==> src/sv/rbe_pkg.sv <==
// rbe_pkg: shared types and constants of the byte-wise rANS encoder.
// Used by rbe_table, rbe_divider and rans_byte_encoder_unit; no dependencies.
package rbe_pkg;

    localparam int SCALE_BITS_DEF  = 12;
    localparam int NUM_SYMBOLS_DEF = 256;

    localparam int OP_W    = 2;
    localparam int SYM_W   = 8;
    localparam int FREQ_W  = 13;
    localparam int CUM_W   = 12;
    localparam int BYTE_W  = 8;
    localparam int STATE_W = 33;

    localparam logic [STATE_W-1:0] STATE_INIT = {1'b1, {(STATE_W-1){1'b0}}};

    // at most this many bytes leave the coder for one request
    localparam int MAX_BYTES = 5;
    localparam int COUNT_W   = 3;

    typedef enum logic [OP_W-1:0] {
        OP_LOAD   = 2'd0,
        OP_ENCODE = 2'd1,
        OP_FLUSH  = 2'd2,
        OP_NONE   = 2'd3
    } op_t;

    typedef enum logic [2:0] {
        ST_IDLE,
        ST_LOOKUP,
        ST_ERROR,
        ST_RENORM,
        ST_DIV,
        ST_FLUSH
    } state_t;

    // table port: one write (load) or one read (encode) per cycle
    typedef struct packed {
        logic              wr_en;
        logic              rd_en;
        logic [SYM_W-1:0]  symbol;
        logic [FREQ_W-1:0] freq;
        logic [CUM_W-1:0]  cum;
    } tbl_req_t;

endpackage

==> src/sv/rbe_divider.sv <==
// rbe_divider: restoring divider, one quotient bit per cycle.
// Divisor must be non-zero. Depends on rbe_pkg for default widths.
module rbe_divider #(
    parameter int DIVIDEND_W = rbe_pkg::STATE_W,
    parameter int DIVISOR_W  = rbe_pkg::FREQ_W
) (
    input  logic                  clk,
    input  logic                  rst_n,
    input  logic                  start,
    input  logic [DIVIDEND_W-1:0] dividend,
    input  logic [DIVISOR_W-1:0]  divisor,
    output logic                  done,
    output logic [DIVIDEND_W-1:0] quotient,
    output logic [DIVISOR_W-1:0]  remainder
);

    localparam int CNT_W = $clog2(DIVIDEND_W + 1);

    logic                  busy_reg,  busy_next;
    logic                  done_reg,  done_next;
    logic [CNT_W-1:0]      cnt_reg,   cnt_next;
    logic [DIVIDEND_W-1:0] quo_reg,   quo_next;
    logic [DIVISOR_W-1:0]  rem_reg,   rem_next;
    logic [DIVISOR_W-1:0]  div_reg,   div_next;
    logic [DIVISOR_W:0]    trial;
    logic [DIVISOR_W:0]    diff;
    logic                  q_bit;

    assign trial = {rem_reg, quo_reg[DIVIDEND_W-1]};
    assign diff  = trial - {1'b0, div_reg};
    assign q_bit = trial >= {1'b0, div_reg};

    always_comb
    begin
        busy_next = busy_reg;
        done_next = 1'b0;
        cnt_next  = cnt_reg;
        quo_next  = quo_reg;
        rem_next  = rem_reg;
        div_next  = div_reg;
        if (start)
        begin
            busy_next = 1'b1;
            cnt_next  = CNT_W'(DIVIDEND_W);
            quo_next  = dividend;
            rem_next  = '0;
            div_next  = divisor;
        end
        else if (busy_reg)
        begin
            quo_next = {quo_reg[DIVIDEND_W-2:0], q_bit};
            rem_next = q_bit ? diff[DIVISOR_W-1:0] : trial[DIVISOR_W-1:0];
            cnt_next = cnt_reg - CNT_W'(1);
            if (cnt_reg == CNT_W'(1))
            begin
                busy_next = 1'b0;
                done_next = 1'b1;
            end
        end
    end

    always_ff @(posedge clk or negedge rst_n)
    begin
        if (!rst_n)
        begin
            busy_reg <= 1'b0;
            done_reg <= 1'b0;
            cnt_reg  <= '0;
        end
        else
        begin
            busy_reg <= busy_next;
            done_reg <= done_next;
            cnt_reg  <= cnt_next;
        end
    end

    always_ff @(posedge clk)
    begin
        quo_reg <= quo_next;
        rem_reg <= rem_next;
        div_reg <= div_next;
    end

    assign done      = done_reg;
    assign quotient  = quo_reg;
    assign remainder = rem_reg;

endmodule

==> config.mk <==
export PLATFORM = sky130hd
export DESIGN_NAME = rbe_divider
export DESIGN_NICKNAME = d
export VERILOG_FILES = /design/src/sv/rbe_pkg.sv /design/src/sv/rbe_divider.sv
export SDC_FILE = /design/constraint.sdc
export NUM_CORES = 1
export LEC_CHECK = 0
export ABC_CLOCK_PERIOD_IN_PS = 6200
export BUFFER_PORTS_ARGS = -buffer_cell sky130_fd_sc_hd__buf_2
export CAP_MARGIN = 0
export CELL_PAD_IN_SITES_DETAIL_PLACEMENT = 0
export CELL_PAD_IN_SITES_GLOBAL_PLACEMENT = 2
export CORE_MARGIN = 2
export CORE_UTILIZATION = 36
export CTS_BUF_LIST = sky130_fd_sc_hd__clkbuf_16
export DETAILED_ROUTE_END_ITERATION = 6
export PLACE_DENSITY_LB_ADDON = 0.08
export SLEW_MARGIN = 0
export SYNTH_ARGS = -nofsm -noshare
export SYNTH_HDL_FRONTEND = slang
export SYNTH_SLANG_ARGS = --single-unit
==> constraint.sdc <==
create_clock -name clk -period 6.2 [get_ports clk]
set_clock_uncertainty 0.15 [all_clocks]
set_input_delay 1.86 -clock clk [delete_from_list [all_inputs] [get_ports clk]]
set_output_delay 1.86 -clock clk [all_outputs]
set_load 0.005 [all_outputs]
-- Word-level counts from Yosys, hierarchy flattened
Index checks and enable logic that the tools add are counted.
Widths: inputs -> output; s select.
- memories: 0
- bits in latches: 0
- ROM bits: 0
- input bits: 49
- memory bits (writable): 0
- logic and storage cells: 22
- output and inout port bits: 47
- register bits after elaboration: 67
- multipliers: 0
- mux-type cells: 11
- order comparisons: 1
- bitwise logic cells: 0
- divide/modulo/power cells: 0
- add/sub/neg operators: 2
- reduce and logical (&&, ||, !) cells: 1
- shifts and indexed selects: 0
- equality and inequality tests: 1
- operator list (operator ; count):
    $mux 33 ; 2
    $ge 14x13->1 ; 1
    $mux 13 ; 1
    $sub 13x13->13 ; 1
    $mux 6 ; 2
    $eq 6x1->1 const B ; 1
    $mux 1 ; 6
    $sub 6x1->6 const B ; 1
    $reduce_bool 2->1 ; 1

-- Longest topological paths before layout
Gate-level depths: netlist of run 1.
- depth after elaboration: 4
- gate-level depth with buffers: 11
- mapped depth without buffers: 10

-- Worst setup path before layout of run 1
OpenSTA, ideal clock, no wires.
- kind: input -> register
- start: in start
- end: reg quo_reg[0], in the netlist quotient[0], enable pin
- data arrival time: 2.948 ns
- library setup time: 0.391 ns
- stages: 3
- path buffers: 1
- slack: 2.711 ns
- cell sequence: clkbuf_1 -> inv_1 -> nand2_1
- longest elaborated chain between the ends: 1
- ends and longest elaborated chain (element ; RTL line ; RTL):
    start, declared ; rbe_divider.sv:9 ; input logic start,
    $reduce_bool 2->1 (no line) ; - ;
    end signal, assigned ; rbe_divider.sv:80 ; quo_reg <= quo_next;
    end, declared ; rbe_divider.sv:22 ; logic [DIVIDEND_W-1:0] quo_reg, quo_next;
No other way between the ends.
A chain may end at the register's enable or synchronous reset.

-- Worst setup path in the final report of run 1
- start: in start
- end: reg quo_reg[25], in the netlist quotient[25], enable pin
Same word-level chain as after synthesis.

==> results of run 1 <==
-- cell families (layout without fill, tap and decap cells) --
kind of cell,count (synthesis),after routing,synth area share (%)
adder cells (fa/ha/maj),16,16,5.94
AND/OR/NAND/NOR,67,67,9.66
XOR/XNOR,12,12,3.00
buffers and inverters,33,134,3.83
flip-flops,67,67,52.6
multiplexers,35,35,11.2
AO/OA/AOI/OAI,63,63,13.7
-- final cells by class --
type	instances	share of cell area [%]
multi-input combinational	193	34.8
inverter	20	1.72
clock inverter	7	1.20
clock buffer	9	5.15
timing repair buffer	98	11.4
sequential	67	42.1
tap	129	3.69
-- path summary, 6_finish.rpt --
check                             startpoint           end
worst max register to register  quotient[32]   quotient[0]
worst min-delay path            remainder[6]  remainder[6]
min in group asynchronous              rst_n    cnt_reg[3]
worst max-delay path                   start  quotient[25]
max in group asynchronous              rst_n    cnt_reg[4]
worst min register to register  remainder[6]  remainder[6]
-- layer usage --
layer,share of wire [%],up-vias
li1,-,1299
met1,47,1245
met3,7.5,6
met5,0,-
met2,44,75
met4,1.1,0
-- stage by stage --
stage / worst slack, ns / hold WS, ns
floorplan: 2.71 / 0.323
global placement: 2.48 / 0.363
CTS: 2.77 / 0.377
finish: 2.79 / 0.375
detailed placement: 2.42 / 0.368
global route: 2.66 / 0.412
-- critical path, stage by stage --
cell and delay (ns):
buf_2 0.47, inv_1 0.30, nand2_1 0.16, buf_4 0.40
-- power groups by stage --
stage / Sequential [uW] / Clock [uW] / Combinational (uW)
floorplan: 673 / 0 / 373
global placement: 694 / 0 / 536
detailed placement: 694 / 0 / 539
CTS: 689 / 491 / 542
global route: 704 / 509 / 606
finish: 687 / 475 / 538
-- layout by cell type, fill, tap and decap left out, drive strengths merged, types with 2 or more instances in the layout --
| master | n |
|---|---|
| buf | 98 |
| nand3 | 15 |
| and3 | 4 |
| mux2 | 34 |
| nor2b | 3 |
| a31o | 2 |
| dfxtp | 13 |
| clkinvlp | 3 |
| xnor2 | 8 |
| a21oi | 12 |
| a211oi | 3 |
| or2 | 2 |
| clkinv | 2 |
| ha | 15 |
| nor3 | 4 |
| xor2 | 4 |
| nor4 | 4 |
| a31oi | 2 |
| dfrtp | 8 |
| a21o | 6 |
| o22ai | 2 |
| inv | 22 |
| edfxtp | 46 |
| a311oi | 11 |
| clkbuf | 9 |
| nor2 | 19 |
| nand2 | 10 |
| o21ai | 14 |
==> impl_metrics.ini, run 1 <==
[power_and_ir_drop]
p_sw_share_pct = 33.6
power.density_nw_per_um2 = 389
comb_power_share_pct = 31.6
power_switching_uw = 571
seqPwrFrac_pct = 40.4
peakVddDrop_uv = 143
internal-power_uw = 1130
totalPowerFinal_uw = 1700
leakage_uw = 0.00192
pwr-share-clk_pct = 28.0

[clock_network]
cts-buffers-inserted = 9
cts_setup_buffers = 0
cts_buffer_depth = 2
worst_skew_pair.late_latency_ns = 0.33
htreeDepth = 3
clockRootBuffer = clkbuf_16
cts_resized = 0
clkSinkCount = 67
hold_buffers = 0
clk_pin_slew_ns = 0.06
cts_tree = built

[setup_path]
crit_fanout = 33
cp.required_ns = 6.02
cp-end-kind = flip-flop
worstSetupStartpointType = primary input
r2r_cells = 10
crit_type = in2reg
cp.arrival_ns = 3.23
rrSetupSlack_ns = 3.03

[global_routing]
use_met2_pct = 23.8
grtUsageTotal_pct = 16.3
grt_pass1_wl_um = 13100
first_global_vias = 2599
grt_util_met3_pct = 5.56
grt-ovfl-total = 0
top_usage_layer = met2
use_met1_pct = 22.6
grt_start_max_net_pins = 41
antenna_found_initial = 0

[logic_synthesis]
synth_edf_count = 46
synth_fp_nets = 358
yosysTopAreaCell = edfxtp_1
yosysWarnings = 0
asyncSetResetFlopFracSynth_pct = 11.9
synthTopCellsByArea = edfxtp_1, mux2_2, dfxtp_1
synthCells = 293
synth_most_common_cell = edfxtp_1
synth-seq-cells = 67
synth_top_flop_cell = edfxtp_1
ys_seq_area_share_pct = 52.6
yosysUniqueCellTypes = 52
synth_top_cells_by_count = edfxtp_1, mux2_2, inv_1
yosysTopAreaCellShare_pct = 39.5
syn_area_um2 = 3500
synth.avg_cell_area_um2 = 11.9

[sta]
hold_viol_final = 0
drv_slew = 0
fin_setup_tns_ns = 0
setup_violations = 0
slew_headroom_pct = 19.0
finalCritPeriodShare_pct = 55.0
worst_pin_slew_ns = 1.21
max_freq_ghz = 0.293
rsz0062_at_grt = false
fin_crit_ns = 3.41

[routing]
vias = 2625
final_antenna_net_count = 0
wirelength_um = 8090
first_pass_iters = 4
drc_errors = 0
drt-initial-drc-count = 110
vias_per_cell = 5.02
avgRoutedWirePerCell_um = 15.5

[die]
ioPinCount = 96
start_util_pct = 37.5
dieWidth_um = 103
die_h_um = 103
die_area_um2 = 10500
rows = 35
core_area_um2 = 9330

[hold_path]
hold_class = reg2reg
min_path_cells = 2

[layout]
antennaDiodeCount = 0
utilization_pct = 46.9
layout.nets = 454
regArea_um2 = 1840
final_area_um2 = 4380
multiInputGateArea_um2 = 1520
final_layout_size_suffix_gt1_share_pct = 40.9
syn2layout_area_growth_pct = 25.1
fin_cells = 523
n_fill_cell = 896
largest_register_ffs = 33

[place]
hpwl_um = 5600
dp.cells = 507
port_buffers = 95
dpl-instance-area_um2 = 4100
gp_congestion = 0.791

[job]
maxCapViolations = 0

[run_status]
status = finished clean
Power figures use the tool's default switching activity.
==> inputs of run 2 (changes only) <==
Settings changed: ABC_CLOCK_PERIOD_IN_PS 6200 to 3000, CORE_UTILIZATION 36 to 30.
Clock period 6.2 ns to 3 ns, I/O delays scaled along.
==> impl_metrics.ini, run 2 (synthesis results as in run 1) <==
[run_status]
status = finished clean

[clock_network]
cts_resized = 0
cts_tree = built
clk_pin_slew_ns = 0.05
worst_skew_pair.late_latency_ns = 0.34
cts_setup_buffers = 0
hold_buffers = 0
clockRootBuffer = clkbuf_16
cts_buffer_depth = 2
htreeDepth = 3
clkSinkCount = 67
cts-buffers-inserted = 9

[sta]
worst_pin_slew_ns = 0.811
slew_headroom_pct = 45.6
setup_violations = 0
fin_crit_ns = 2.69
fin_setup_tns_ns = 0
drv_slew = 0
fin_worst_hold_slack_ns = 0.247
finalCritPeriodShare_pct = 89.5
max_freq_ghz = 0.372
rsz0062_at_grt = false
hold_viol_final = 0

[place]
dp.cells = 526
gp_congestion = 0.693
hpwl_um = 6020
port_buffers = 95

[global_routing]
grt_pass1_wl_um = 14200
antenna_found_initial = 0
first_global_vias = 2701
grtUsageTotal_pct = 14.5
grt_start_max_net_pins = 37
grt-ovfl-total = 0

[layout]
syn2layout_area_growth_pct = 27.3
regArea_um2 = 1840
largest_register_ffs = 33
fin_cells = 541
multiInputGateArea_um2 = 1520
final_common_cell = buf_2
layout.nets = 459
final_layout_size_suffix_gt1_share_pct = 40.7
final_cell_mix = buf_2, edfxtp_1, mux2_2
antennaDiodeCount = 0
n_fill_cell = 1172
utilization_pct = 39.0

[routing]
first_pass_iters = 4
vias = 2631
wirelength_um = 8700
final_antenna_net_count = 0
drc_errors = 0
vias_per_cell = 4.86
avgRoutedWirePerCell_um = 16.1
drt-initial-drc-count = 164

[setup_path]
crit_start = quotient[32]
worstSetupStartpointType = flip-flop
r2r_cells = 11
crit_type = reg2reg
cp.required_ns = 3.10
cp.arrival_ns = 2.78
reg2reg_to = remainder[9]
rr_startpoint = quotient[32]
setup.worst_path.end = remainder[9]
cp-end-kind = flip-flop
crit_fanout = 9
rrSetupSlack_ns = 0.31

[die]
core_area_um2 = 11400
die_area_um2 = 12500
rows = 39
dieWidth_um = 112
start_util_pct = 30.6
die_h_um = 112
ioPinCount = 96

[power_and_ir_drop]
leakage_uw = 0.00197
peakVddDrop_uv = 432
totalPowerFinal_uw = 3660
power.density_nw_per_um2 = 822

[hold_path]
hold_class = in2async

[job]
maxCapViolations = 0
-- run 2: cell types whose count changed in the layout (fill, tap and decap cells not counted) --
cell,delta
inv_6,-2
buf_4,+5
inv_1,+3
clkinv_4,-1
bufinv_16,+2
clkinvlp_4,-3
-- run 2: through the flow --
step | instance area, um2 | setup WS (ns)
6_report | 4450 | 0.314
4_1_cts | 4450 | 0.290
5_1_grt | 4450 | 0.135
3_3_place_gp | 4150 | 0.388
2_1_floorplan | 3500 | 0.376
3_5_place_dp | 4150 | 0.305
-- run 2: routing by layer --
metal  up-vias  global-route usage, %  share of wire (%)
met5         -                      0                  0
met2        82                   22.4                 46
met3         8                   5.77                7.1
met1      1237                   18.2                 45
li1       1304                      -                  -
met4         0                   6.02                1.5
-- run 2: critical path, cell delays in order, from the launching register on --
cell and delay, ns:
edfxtp_1 0.40, inv_1 0.08, ha_1 0.16, inv_1 0.05, fa_1 0.41, a211oi_1 0.24, o21ai_1 0.14, a21oi_2 0.16
a21o_1 0.23, buf_4 0.21, nand3_1 0.11, a311oi_2 0.27
-- run 2: how the worst min path moves through the flow --
stage	startpoint	end	slack (ns)	depth (start not counted)
after floorplan	cnt_reg[4]	done	0.32	1
after global placement	cnt_reg[4]	done	0.35	1
after detailed placement	cnt_reg[4]	done	0.36	1
after CTS	rst_n	cnt_reg[4]	0.24	1
after global routing	rst_n	cnt_reg[3]	0.25	1
final	rst_n	cnt_reg[4]	0.25	1
-- run 2: area by class of cell --
cell class                 instances  area share (%)
tap                              143            4.02
inverter                          20            1.69
clock buffer                       9            5.06
sequential                        67            41.3
timing repair buffer             103            12.0
multi-input combinational        193            34.2
clock inverter                     6            1.69
-- run 2: power by group --
part | switching (uW) | internal [uW]
Sequential | 159 | 1230
Combinational | 617 | 551
Clock | 387 | 711
==> inputs of run 3 (changes only) <==
Settings changed: ABC_AREA set to 1, CORE_UTILIZATION 30 to 27, REMOVE_ABC_BUFFERS set to 1.
==> impl_metrics.ini, run 3 <==
[run_status]
status = finished clean

[clock_network]
clockRootBuffer = clkbuf_16
clkSinkCount = 67
htreeDepth = 3
clk_pin_slew_ns = 0.05
cts_resized = 0
cts-buffers-inserted = 9
worst_skew_pair.late_latency_ns = 0.34
cts_tree = built
cts_buffer_depth = 2
cts_setup_buffers = 0
hold_buffers = 0

[hold_path]
hold_class = in2async

[place]
gp_congestion = 0.755
hpwl_um = 7440
port_buffers = 95

[logic_synthesis]
synth_top_cells_by_count = nand2_1, inv_1, edfxtp_1
synth_compound_area_share_pct = 3.37
synthCells = 459
yosysTopAreaCell = edfxtp_1
yosysWarnings = 0
syn_area_um2 = 3750
synth_top_flop_cell = edfxtp_1
synthTopCellsByArea = edfxtp_1, nand2_1, dfxtp_1
synth_most_common_cell = nand2_1
synth_simple_gate_area_share_pct = 31.7
asyncSetResetFlopFracSynth_pct = 11.9
synth_edf_count = 46
synth_mux_area_share_pct = 0
synth_xor_area_share_pct = 1.17
ys_seq_area_share_pct = 49.2
yosysTopAreaCellShare_pct = 36.9
synth_fa_ha_area_share_pct = 5.54
yosysUniqueCellTypes = 32
synth.avg_cell_area_um2 = 8.16
synth_top_family_by_area = simple AND/OR/NAND/NOR gates
synth-seq-cells = 67

[sta]
fin_worst_hold_slack_ns = 0.246
finalCritPeriodShare_pct = 83.0
rsz0062_at_grt = false
drv_slew = 0
slew_headroom_pct = 72.4
fin_crit_ns = 2.49
setup_violations = 0
fin_setup_tns_ns = 0
worst_pin_slew_ns = 0.414
max_freq_ghz = 0.401
hold_viol_final = 0

[die]
ioPinCount = 96
start_util_pct = 27.3
die_area_um2 = 14800
dieWidth_um = 122
die_h_um = 122
core_area_um2 = 13700
rows = 43

[routing]
avgRoutedWirePerCell_um = 13.4
final_antenna_net_count = 0
drc_errors = 0
wirelength_um = 9980
vias_per_cell = 4.34
vias = 3236
drt-initial-drc-count = 191
first_pass_iters = 4

[global_routing]
first_global_vias = 3299
grt_pass1_wl_um = 16500
grt-ovfl-total = 0
grtUsageTotal_pct = 14.6
antenna_found_initial = 1
grt_start_max_net_pins = 39

[layout]
layout.nets = 624
final_common_cell = nand2_1
largest_register_ffs = 33
final_layout_size_suffix_gt1_share_pct = 25.2
n_fill_cell = 1506
syn2layout_area_growth_pct = 25.9
utilization_pct = 34.4
final_cell_mix = nand2_1, buf_2, inv_1

[setup_path]
worstPathCellList = inv_1 -> ha_1 -> inv_1 -> fa_1 -> nand2_1 -> nand2_1 -> nand3_1 -> nand2_2 -> nand2_4 -> nand3_4 -> nand2_1 -> nand2_1
cp-end-kind = flip-flop
cp_slowest_cell = fa_1
rrSetupSlack_ns = 0.51
r2r_cells = 12
cpPeakStageDelay_ns = 0.42
cp.required_ns = 2.94
cp.arrival_ns = 2.43
crit_type = reg2reg
worstSetupStartpointType = flip-flop
crit_fanout = 15
crit_top_cell = nand2_1

[power_and_ir_drop]
leakage_uw = 0.00246
peakVddDrop_uv = 207
power.density_nw_per_um2 = 760

[job]
maxCapViolations = 0
run 3: changes by cell type in the layout (fill, tap and decap cells not counted), sizes merged, moves of 4 or more:
cell and delta:
nand4 +17, mux2 -34, inv +47, and3 -4, nand3 +15, nor4 -4, nand2 +184, xor2 -4
a21o -6, a311oi -11
run 3: critical path, delay by kind of cell, from the launching register on:
family	cells	cell delay, ns
and+or+nand+nor	8	0.95
adders and majority gates	2	0.57
DFF	1	0.39
buffers and inverters	2	0.18
run 3: kinds of logic (layout without fill, tap and decap cells):
kind of cell / Yosys count / count (layout)
adder cells (fa/ha/maj): 16 / 16
AO/OA/AOI/OAI: 22 / 22
other: 0 / 1
buffers and inverters: 83 / 188
AND/OR/NAND/NOR: 266 / 266
XOR/XNOR: 5 / 5
flip-flops: 67 / 67
run 3: worst paths after layout:
check / startpoint / endpoint
setup / recovery: quotient[32] / quotient[0]
hold / removal: rst_n / cnt_reg[4]
setup reg to reg: quotient[32] / quotient[0]
hold reg to reg: cnt_reg[4] / cnt_reg[4]
max in group asynchronous: rst_n / cnt_reg[0]
min in group clk: cnt_reg[4] / cnt_reg[4]
run 3: power breakdown:
| part | switching, uW | internal [uW] | total, uW |
|---|---|---|---|
| registers | 118 | 1170 | 1290 |
| clock network | 400 | 632 | 1030 |
| logic | 771 | 494 | 1260 |
run 3: per-stage QoR:
stage	setup WS (ns)	instance area (um2)	std cells	power [uW]
detailed placement	0.504	4430	728	2580
finish	0.509	4710	745	3580
CTS	0.485	4710	744	3650
floorplan	0.700	3670	445	2140
global route	0.270	4710	744	3870
global placement	0.566	4430	728	2610
run 3: area by class of cell:
| cell class | count | area (um2) | area share (%) |
|---|---|---|---|
| Antenna cell | 1 | 2.50 | 0.0531 |
| Clock buffer | 9 | 225 | 4.78 |
| Clock inverter | 7 | 60.1 | 1.27 |
| Inverter | 69 | 259 | 5.49 |
| Multi-Input combinational cell | 309 | 1570 | 33.2 |
| Sequential cell | 67 | 1840 | 39.1 |
| Tap cell | 180 | 225 | 4.78 |
| Timing Repair Buffer | 103 | 536 | 11.4 |
run 3: layer usage:
layer | vias up | part of all wire (%) | GRT usage [%]
met1 | 1479 | 46 | 18.7
li1 | 1664 | - | -
met5 | - | 0 | 0
met4 | 0 | 1.6 | 5.39
met2 | 80 | 45 | 22.7
met3 | 13 | 7.0 | 5.38
